**config.mk**
```make
export PLATFORM = sky130hd
export DESIGN_NAME = fdtd_queue
export DESIGN_NICKNAME = d
export VERILOG_FILES = /design/src/rtl/fdtd_2d_tm_grid_step_top_defines.svh /design/src/rtl/fdtd_queue.sv
export SDC_FILE = /design/constraint.sdc
export NUM_CORES = 1
export LEC_CHECK = 0
export ABC_CLOCK_PERIOD_IN_PS = 1500
export BUFFER_PORTS_ARGS = -buffer_cell sky130_fd_sc_hd__clkbuf_2
export CAP_MARGIN = 5
export CORE_MARGIN = 2
export CORE_UTILIZATION = 48
export DETAILED_ROUTE_END_ITERATION = 7
export HOLD_SLACK_MARGIN = 0.15
export PLACE_DENSITY = 0.8
export SYNTH_ARGS = -nofsm -noshare
export SYNTH_HDL_FRONTEND = slang
export SYNTH_SLANG_ARGS = --single-unit
```
**constraint.sdc**
```tcl
create_clock -name clock -period 1.5 [get_ports clock]
set_clock_uncertainty 0.05 [all_clocks]
set_input_delay 0.15 -clock clock [delete_from_list [all_inputs] [get_ports clock]]
set_output_delay 0.15 -clock clock [all_outputs]
set_load 0.01 [all_outputs]
```
**src/rtl/fdtd_2d_tm_grid_step_top_defines.svh**
```systemverilog
// Assertion macros shared by the grid step RTL
`ifndef FDTD_2D_TM_GRID_STEP_TOP_DEFINES_SVH
`define FDTD_2D_TM_GRID_STEP_TOP_DEFINES_SVH

// same-cycle implication, sampled on clock, off during reset
`define FDTD_ASSERT_IMPL(lbl, ante, cons, msg) \
   lbl: assert property (@(posedge clock) disable iff (reset) (ante) |-> (cons)) \
      else $error(msg);

// next-cycle implication
`define FDTD_ASSERT_NEXT(lbl, ante, cons, msg) \
   lbl: assert property (@(posedge clock) disable iff (reset) (ante) |=> (cons)) \
      else $error(msg);

`endif

```
**src/rtl/fdtd_queue.sv**
```systemverilog
// Two-entry request queue between front and back ends
module fdtd_queue #(
   parameter int WIDTH = 8
) (
   input  logic             clock,
   input  logic             reset,
   input  logic             push,
   input  logic [WIDTH-1:0] push_data,
   input  logic             pop,
   output logic [WIDTH-1:0] pop_data,
   output logic             full,
   output logic             empty
);

   logic [WIDTH-1:0] mem_ff [2];
   logic             wr_ptr_ff, wr_ptr_in;
   logic             rd_ptr_ff, rd_ptr_in;
   logic [1:0]       count_ff, count_in;

   always_comb begin
      wr_ptr_in = wr_ptr_ff ^ push;
      rd_ptr_in = rd_ptr_ff ^ pop;
      count_in  = count_ff + 2'(push) - 2'(pop);
   end

   always_ff @(posedge clock) begin
      if (reset) begin
         wr_ptr_ff <= 1'b0;
         rd_ptr_ff <= 1'b0;
         count_ff  <= 2'd0;
      end else begin
         wr_ptr_ff <= wr_ptr_in;
         rd_ptr_ff <= rd_ptr_in;
         count_ff  <= count_in;
      end
   end

   always_ff @(posedge clock) begin
      if (push) begin
         mem_ff[wr_ptr_ff] <= push_data;
      end
   end

   assign pop_data = mem_ff[rd_ptr_ff];
   assign full     = (count_ff == 2'd2);
   assign empty    = (count_ff == 2'd0);

endmodule

```
==> impl_metrics.toml <==
[floorplan]
die_x_um = 44.3
io_pins = 22
die_height_um = 44.3
dieArea_sq_um = 1960
initial_core_util = 0.517
core_sq_um = 1510
rows = 14

[grt]
grt_antenna_before_repair = 0
grt_pass1_vias = 485
grt_usage = 0.147
grt_pass1_wl_mm = 2.03
grt_max_degree = 13
grt-ovfl-total = 0

[route]
drtIter0Drc = 0
num_vias = 453
via_per_inst = 4.77
first_pass_iters = 1
ant_nets = 0
wl_per_cell_um = 13.1
route.detailed.drc = 0
routed_wl_mm = 1.25

[sta]
final_hold_viol_count = 0
rsz0062_at_grt = "false"
final.setup.tns_ps = 0
tightest_slew_ps = 390
slew_viol_final = 0
period_share = 0.969
fin_crit_ps = 1450
max_freq_mhz = 688
setup_viol = 0
setup_ws_ps = 46.3
relSlewSlack = 0.740

[power_and_ir_drop]
power_density_nw_per_um2 = 1240
worst_ir_drop_vdd_v = 0.000790
leakagePower_nw = 0.445

[placed_design]
dpl.cell_count = 80
pre_cts_ws_ps = 222
portBuffers = 21
dp_hpwl_um = 863
place_congestion = 0.652

[final_layout]
layout.cells.non_filler = 95
num_antenna_cells = 0
drive_gt1_frac = 0.430
layout_commonest_cell = "clkbuf_2"
finalNetCount = 96
area_growth_syn_to_layout_pct = 36.2
final_cell_mix = "clkbuf_2, edfxtp_1, dlygate4sd3_1, mux2_2"

[setup_path]
setup.worst_path.end_class = "output pin"
path_buf_inv = 1
required_ps = 1300
start_kind = "flip-flop"
crit_chain = "mux2_2 -> clkbuf_2"
critPathMaxStageDelay_ps = 460
arrival_ps = 1250
crit_type = "flip-flop to output pin"
timing.critical_path.slowest_stage_cell = "dfxtp_2"
crit_family = "flip-flops"
path_max_fanout = 9

[synth]
syn_area_per_cell_sq_um = 17.7
ys_types = 10
synth_seq_cells = 20
synth_area_leaders = "edfxtp_1, mux2_2, dfxtp_1"
syn-cell-area_sq_um = 778
synth_warnings = 0
syn_nets = 60
netlist_instances = 44
synth_top_area_frac = 0.617
yosysTopAreaCell = "edfxtp_1"
ys_seq_area_frac = 0.720

[clock_network]
postCtsSetupRepairBufs = 0
cts.sinks = 20
clockRootBuffer = "clkbuf_4"
h-tree-depth = 1
tritoncts = "yes"
cts_buffers = 3
clkTransAtPathRegs_ps = 110
insertion_delay_ps = 290
cts_buffer_depth = 2

[hold_path]
hp-class = "input port to flip-flop"

[flow_run]
drv_cap = 0

[run_status]
outcome = "completed"
-- final cells by class --
class / instances / area, sq um
tap: 16 / 20.0
fill: 106 / 447
inverter: 3 / 11.3
sequential: 20 / 562
clock buffer: 3 / 22.5
timing repair buffer: 32 / 215
clock inverter: 1 / 30.0
multi-input combinational: 20 / 199
-- metrics by stage --
| stage | power [W] | cell area, sq um | utilization | hold WS [ps] |
|---|---|---|---|---|
| floorplan | 0.000802 | 778 | - | 167 |
| global placement | 0.000864 | 896 | 0.595 | 290 |
| detailed placement | 0.000876 | 896 | 0.595 | 293 |
| CTS | 0.00132 | 1060 | 0.703 | 362 |
| global route | 0.00136 | 1060 | 0.703 | 365 |
| finish | 0.00131 | 1060 | 0.703 | 357 |
-- where the power goes --
part | total [W] | internal [W] | switching [W]
registers | 0.000674 | 0.000647 | 0.0000271
clock network | 0.000426 | 0.000270 | 0.000157
logic | 0.000213 | 0.000124 | 0.0000887
total | 0.00131 | 0.00104 | 0.000272
-- final timing paths --
check	startpoint	endpoint	slack (ps)	cells past startpoint
min reg2reg	wr_ptr_ff	wr_ptr_ff	520	3
min	pop	count_ff[1]	360	4
max reg2reg	rd_ptr_ff	rd_ptr_ff	120	3
max	rd_ptr_ff	pop_data[4]	50	2
-- state kept, by name (all words and copies together) (netlist names) --
signal     count
count_ff       2
mem_ff        16
rd_ptr_ff      1
wr_ptr_ff      1
-- Yosys cell counts --
cell,instances
inv_1,3
nor2b_1,2
nor2_1,4
buf_4,1
mux2_2,8
xnor2_1,1
ha_1,4
xnor3_1,1
edfxtp_1,16
dfxtp_1,4
-- metal layers --
layer | up-vias | share of wire | global-route usage
li1 | 229 | - | -
met1 | 209 | 0.43 | 0.171
met2 | 13 | 0.53 | 0.268
met3 | 2 | 0.035 | 0.0245
met4 | 0 | 0.0088 | 0.0545
met5 | - | 0 | 0
-- worst min-delay path, delay by kind of cell --
kind / cells / cell delay (ps)
xor gates and xnor gates: 1 / 220
adders and majority gates: 1 / 150
buffers and inverters: 1 / 100
and+or+nand+nor: 1 / 40
-- repair_timing --
item,in CTS,in global routing
hold buffers,11,0
endpoints found under the setup margin,8,0
hold endpoints to repair,20,0
resized for setup,1,0
-- cells by family after synthesis --
logic type,after synthesis,synth area share
xor+xnor,2,0.0402
simple gates,6,0.0354
buf+inv,4,0.0241
mux,8,0.116
fa+ha+maj,4,0.0643
flops,20,0.720
No activity file was read; power rests on OpenSTA's default activity.
