`config.mk`:
```
export PLATFORM = sky130hd
export DESIGN_NAME = fdtd_front
export DESIGN_NICKNAME = d
export VERILOG_FILES = /design/src/rtl/fdtd_2d_tm_grid_step_top_defines.svh /design/src/rtl/fdtd_pkg.sv /design/src/rtl/fdtd_front.sv
export SDC_FILE = /design/constraint.sdc
export NUM_CORES = 1
export LEC_CHECK = 0
export ABC_AREA = 1
export BUFFER_PORTS_ARGS = -buffer_cell sky130_fd_sc_hd__buf_2
export CORE_MARGIN = 1.5
export CORE_UTILIZATION = 35
export DETAILED_ROUTE_END_ITERATION = 8
export GPL_ROUTABILITY_DRIVEN = 1
export PLACE_DENSITY_LB_ADDON = 0.3
export SETUP_SLACK_MARGIN = 0.4
export SLEW_MARGIN = 15
export SYNTH_ARGS = -nofsm -noshare
export SYNTH_HDL_FRONTEND = slang
export SYNTH_SLANG_ARGS = --single-unit
export TNS_END_PERCENT = 30
```
`constraint.sdc`:
```
create_clock -name vclk -period 6.15
set_clock_uncertainty 0.05 [all_clocks]
set_input_delay 1.845 -clock vclk [all_inputs]
set_output_delay 1.845 -clock vclk [all_outputs]
set_load 0.05 [all_outputs]
```
`src/rtl/fdtd_2d_tm_grid_step_top_defines.svh`:
```
// Assertion macros shared by the grid step RTL
`ifndef FDTD_2D_TM_GRID_STEP_TOP_DEFINES_SVH
`define FDTD_2D_TM_GRID_STEP_TOP_DEFINES_SVH

// same-cycle implication, sampled on clock, off during reset
`define FDTD_ASSERT_IMPL(lbl, ante, cons, msg) \
   lbl: assert property (@(posedge clock) disable iff (reset) (ante) |-> (cons)) \
      else $error(msg);

// next-cycle implication
`define FDTD_ASSERT_NEXT(lbl, ante, cons, msg) \
   lbl: assert property (@(posedge clock) disable iff (reset) (ante) |=> (cons)) \
      else $error(msg);

`endif

```
`src/rtl/fdtd_pkg.sv`:
```
// Shared types, codes and helpers for the 2D TM grid step engine
package fdtd_pkg;

   localparam int GRID_COLS_DEF = 64;
   localparam int GRID_ROWS_DEF = 64;
   localparam int DATA_W        = 32;
   localparam int SRC_W         = 26;
   localparam int POS_W         = 7;
   localparam int CSR_IDX_W     = 3;

   localparam logic [DATA_W-1:0] COEF_H_RST  = 32'd7085;
   localparam logic [DATA_W-1:0] COEF_E_RST  = 32'd1005567000;
   localparam logic [POS_W-1:0]  SRC_POS_RST = 7'd33;

   typedef enum logic [1:0] {
      REQ_WRITE = 2'd0,
      REQ_READ  = 2'd1,
      REQ_STEP  = 2'd2
   } req_code_type;

   typedef enum logic [1:0] {
      FLD_EZ = 2'd0,
      FLD_HX = 2'd1,
      FLD_HY = 2'd2
   } fld_code_type;

   typedef enum logic [1:0] {
      OP_WRITE     = 2'd0,
      OP_READ      = 2'd1,
      OP_READ_MISS = 2'd2,
      OP_STEP      = 2'd3
   } op_type;

   typedef enum logic {
      RES_READ = 1'b0,
      RES_STEP = 1'b1
   } res_kind_type;

   typedef enum logic [CSR_IDX_W-1:0] {
      CSR_COEF_HX = 3'd0,
      CSR_COEF_HY = 3'd1,
      CSR_COEF_EX = 3'd2,
      CSR_COEF_EY = 3'd3,
      CSR_SRC_COL = 3'd4,
      CSR_SRC_ROW = 3'd5
   } csr_idx_type;

   typedef enum logic [1:0] {
      PH_HX = 2'd0,
      PH_HY = 2'd1,
      PH_EZ = 2'd2
   } phase_type;

   typedef enum logic [3:0] {
      ST_CLR, ST_IDLE, ST_RDQ, ST_RESP, ST_RD0, ST_RD1, ST_DIF,
      ST_MLO, ST_MHI, ST_ACC, ST_WR, ST_SRC, ST_PECC, ST_PECR
   } state_type;

   typedef struct packed {
      op_type       op;
      fld_code_type fld;
   } cmd_type;

   // row-major flat index of a cell in a store of the given width
   function automatic int unsigned cell_addr(int unsigned c, int unsigned r,
                                             int unsigned w);
      return r * w + c;
   endfunction

endpackage

```
`src/rtl/fdtd_front.sv`:
```
// Front end: accepts requests, range-checks and encodes them for the queue
module fdtd_front #(
   parameter int GRID_COLS = fdtd_pkg::GRID_COLS_DEF,
   parameter int GRID_ROWS = fdtd_pkg::GRID_ROWS_DEF
) (
   input  logic                                req_valid,
   output logic                                req_stall,
   input  logic [1:0]                          req_req_type,
   input  logic [1:0]                          req_field_select,
   input  logic [fdtd_pkg::POS_W-1:0]          req_col,
   input  logic [fdtd_pkg::POS_W-1:0]          req_row,
   input  logic signed [fdtd_pkg::DATA_W-1:0]  req_value,
   input  logic signed [fdtd_pkg::SRC_W-1:0]   req_source_value,
   input  logic                                clearing,
   input  logic                                q_full,
   output logic                                q_push,
   output logic [$bits(fdtd_pkg::cmd_type)+$clog2((GRID_COLS+2)*(GRID_ROWS+2))
                 +fdtd_pkg::DATA_W-1:0]         q_data
);

   localparam int EZ_W  = GRID_COLS + 2;
   localparam int EZ_H  = GRID_ROWS + 2;
   localparam int HX_W  = GRID_COLS + 2;
   localparam int HX_H  = GRID_ROWS + 1;
   localparam int HY_W  = GRID_COLS + 1;
   localparam int HY_H  = GRID_ROWS + 2;
   localparam int EZ_AW = $clog2(EZ_W * EZ_H);

   fdtd_pkg::cmd_type        cmd;
   logic                     hit;
   logic                     keep;
   logic [EZ_AW-1:0]         addr;
   logic [fdtd_pkg::DATA_W-1:0] payload;
   int unsigned              c;
   int unsigned              r;

   assign c = 32'(req_col);
   assign r = 32'(req_row);

   always_comb begin
      hit     = 1'b0;
      addr    = '0;
      keep    = 1'b0;
      cmd.op  = fdtd_pkg::OP_WRITE;
      cmd.fld = fdtd_pkg::fld_code_type'(req_field_select);
      payload = req_value;
      unique case (fdtd_pkg::fld_code_type'(req_field_select))
         fdtd_pkg::FLD_EZ: begin
            hit  = (c < EZ_W) && (r < EZ_H);
            addr = EZ_AW'(fdtd_pkg::cell_addr(c, r, EZ_W));
         end
         fdtd_pkg::FLD_HX: begin
            hit  = (c < HX_W) && (r < HX_H);
            addr = EZ_AW'(fdtd_pkg::cell_addr(c, r, HX_W));
         end
         fdtd_pkg::FLD_HY: begin
            hit  = (c < HY_W) && (r < HY_H);
            addr = EZ_AW'(fdtd_pkg::cell_addr(c, r, HY_W));
         end
         default: hit = 1'b0;
      endcase
      unique case (fdtd_pkg::req_code_type'(req_req_type))
         fdtd_pkg::REQ_WRITE: begin
            cmd.op = fdtd_pkg::OP_WRITE;
            keep   = hit;
         end
         fdtd_pkg::REQ_READ: begin
            cmd.op = hit ? fdtd_pkg::OP_READ : fdtd_pkg::OP_READ_MISS;
            keep   = 1'b1;
         end
         fdtd_pkg::REQ_STEP: begin
            cmd.op  = fdtd_pkg::OP_STEP;
            keep    = 1'b1;
            payload = fdtd_pkg::DATA_W'(req_source_value);
         end
         default: keep = 1'b0;
      endcase
   end

   assign req_stall = clearing | q_full;
   assign q_push    = req_valid & ~req_stall & keep;
   assign q_data    = {cmd, addr, payload};

endmodule

```
==> run metrics <==
initial antenna violation count 0; period utilization 95.08%; Final Cell Area 2948 um2; cells after synthesis 353; Vias/cell 4.805; footprint of the multi-input gates 1882 um2; first-pass GRT wire length 10760 um; top cell type's share of synthesized area 30.95%; share of cells above drive strength 1 40.08%; Yosys top cell by area nand2_1; final wirelength 6734 um; Hold WC Path Type input port to output port; Placed Area 2678 um2; Post-DP HPWL 5400 um; Setup crit start req_row[6]; ANT cells 0; Peak Freq 0.1710 GHz; Die Width 77.46 um; FF/Latch Area 0 um2; vias in the first global route 2417; First-pass DRT Iterations 5; Setup Viol. Count Final 0; pwr/cell area 129.9 nW/um2; RSZ-0062 raised after global routing true; Worst Path Class, Setup input port to output port; total grt overflow 0; Starting Density 37.05%; Yosys cell types 34; Max stage delay on crit path 490 ps; synth top area cells nand2_1, ha_1, inv_1, nand3_1, fa_1; clkbuf count 0; sequential cells 0; Avg Cell Area, Syn 5.497 um2; worst endpoint data arrival time 3950 ps; Lkg Pwr 1.793 nW; most frequent cells in the layout nand2_1, buf_2, inv_1, nand3_1, ha_1; Die Y 77.46 um; I/O pin total 130; slowest CP cell fa_1; CP endpoint q_data[43]; largest net degree at the start of global routing 27; Fillers 526; hold_sp req_field_select[0]; port buffer count 130; Syn. warnings 0; initial drt markers 66; max_cap viols 0; Avg WL per Cell 12.16 um; status finished clean; Post-Syn Nets 473; largest fanout on the critical path 4; sequential fraction of the synthesis area 0%; final net count 606; Startpoint Class input port; Core Rows 26; slew margin rel. 61.31%; Tightest Pin Transition 576.8 ps; residual DRC count 0; CP required 4260 ps; Crit. End Element output port; antenna viol nets, final 0; setup TNS 0 ps; Layout area overhead 51.90%; most common cell after layout, fill and taps aside nand2_1; Overall Global Routing Usage 21.38%; Final min period 5848 ps; # hold bufs at CTS 0; final hold viol count 0; die area 6000 um2; crit-path cells buf_8 > ha_4 > ha_4 > inv_2 > fa_1 > inv_2 > ha_4 > nand2_2 > nor2_2 > nand2_2 > nand2_2 > nand2_1 > nand2_1 > nand3_1 > nand2_1 > buf_6; Core Box Area 5238 um2; GPL Wtd Cong 0.8977; Mapped Area 1941 um2; Worst IR Drop VDD 75.00 uV; Slew Limit Fails 0; via count 2662
per-layer routing:
metal | track usage (%) | routed length, um | up-vias
met5 | 0 | 0 | -
met4 | 2.909 | 110 | 0
met3 | 2.235 | 390 | 12
met2 | 43.25 | 3507 | 101
met1 | 24.08 | 2725 | 1173
li1 | - | - | 1376
cells by family (layout without fill, tap and decap cells):
group	after synthesis	after routing	synth area share [%]
xor+xnor	3	3	2.708
fa+ha+maj	41	41	27.98
simple gates	218	218	47.13
buf+inv	61	192	13.41
compound gates	30	30	8.769
where the power goes:
part	internal, mW	total, mW	switching (mW)
Sequential	0	0	0
Combinational	0.127	0.383	0.256
Clock	0	0	0
final cells by class:
class	count	area share (%)
tap	70	2.971
inverter	50	6.367
timing repair buffer	142	26.83
multi-input combinational	292	63.84
through the flow:
| stage | util [%] | power [mW] | std cells | worst slack, ps | hold WS, ps |
|---|---|---|---|---|---|
| floorplan | - | 0.2494 | 353 | 267.7 | 3807 |
| global placement | 51.12 | 0.3371 | 551 | 73.84 | 3967 |
| detailed placement | 51.12 | 0.3406 | 551 | 35.26 | 3967 |
| CTS | 55.33 | 0.3713 | 553 | 341.7 | 3968 |
| global route | 56.28 | 0.4137 | 554 | 173.0 | 3975 |
| finish | 56.28 | 0.3829 | 554 | 302.4 | 3964 |
synth_stat cells:
library cell and instances:
xnor2_1 1, nor2_2 1, buf_4 2, clkbuf_8 1, buf_2 5, buf_6 1
ha_1 37, nand3_1 29, nand3_2 1, o22ai_1 1, nand4_1 6, or2_2 1
fa_1 4, inv_2 3, nand2_1 160, nand3b_1 1, a22o_1 2, or2_1 1
inv_1 46, a21boi_1 1, xnor2_4 1, nor2_4 2, or2_0 1, a21boi_2 1
and2_1 1, nor2_1 11, nand2_2 3, o21ai_0 6, o21ai_1 5, a21oi_1 13
clkbuf_1 2, o21bai_1 1, clkinv_1 1, xor2_2 1
how the worst min path moves through the flow:
stage	to	cells past startpoint
finish	q_data[45]	2
floorplan	q_data[45]	1
detailed placement	q_data[45]	2
CTS	q_data[45]	2
global placement	q_data[45]	2
global route	q_data[45]	2
repair_timing:
item                                    4_1_cts  5_1_grt
pin swaps                                    24       13
endpoints found under the setup margin        7        7
buffers inserted                              2        1
gates resized for setup                      44       14
endpoints found under the hold margin         0        0
critical path, delay by kind of cell:
kind	cells	cell delay [ps]
buffers and inverters	4	340
and+or+nand+nor	8	600
adders and majority gates	4	1170
No activity file was read; power rests on OpenSTA's default activity.
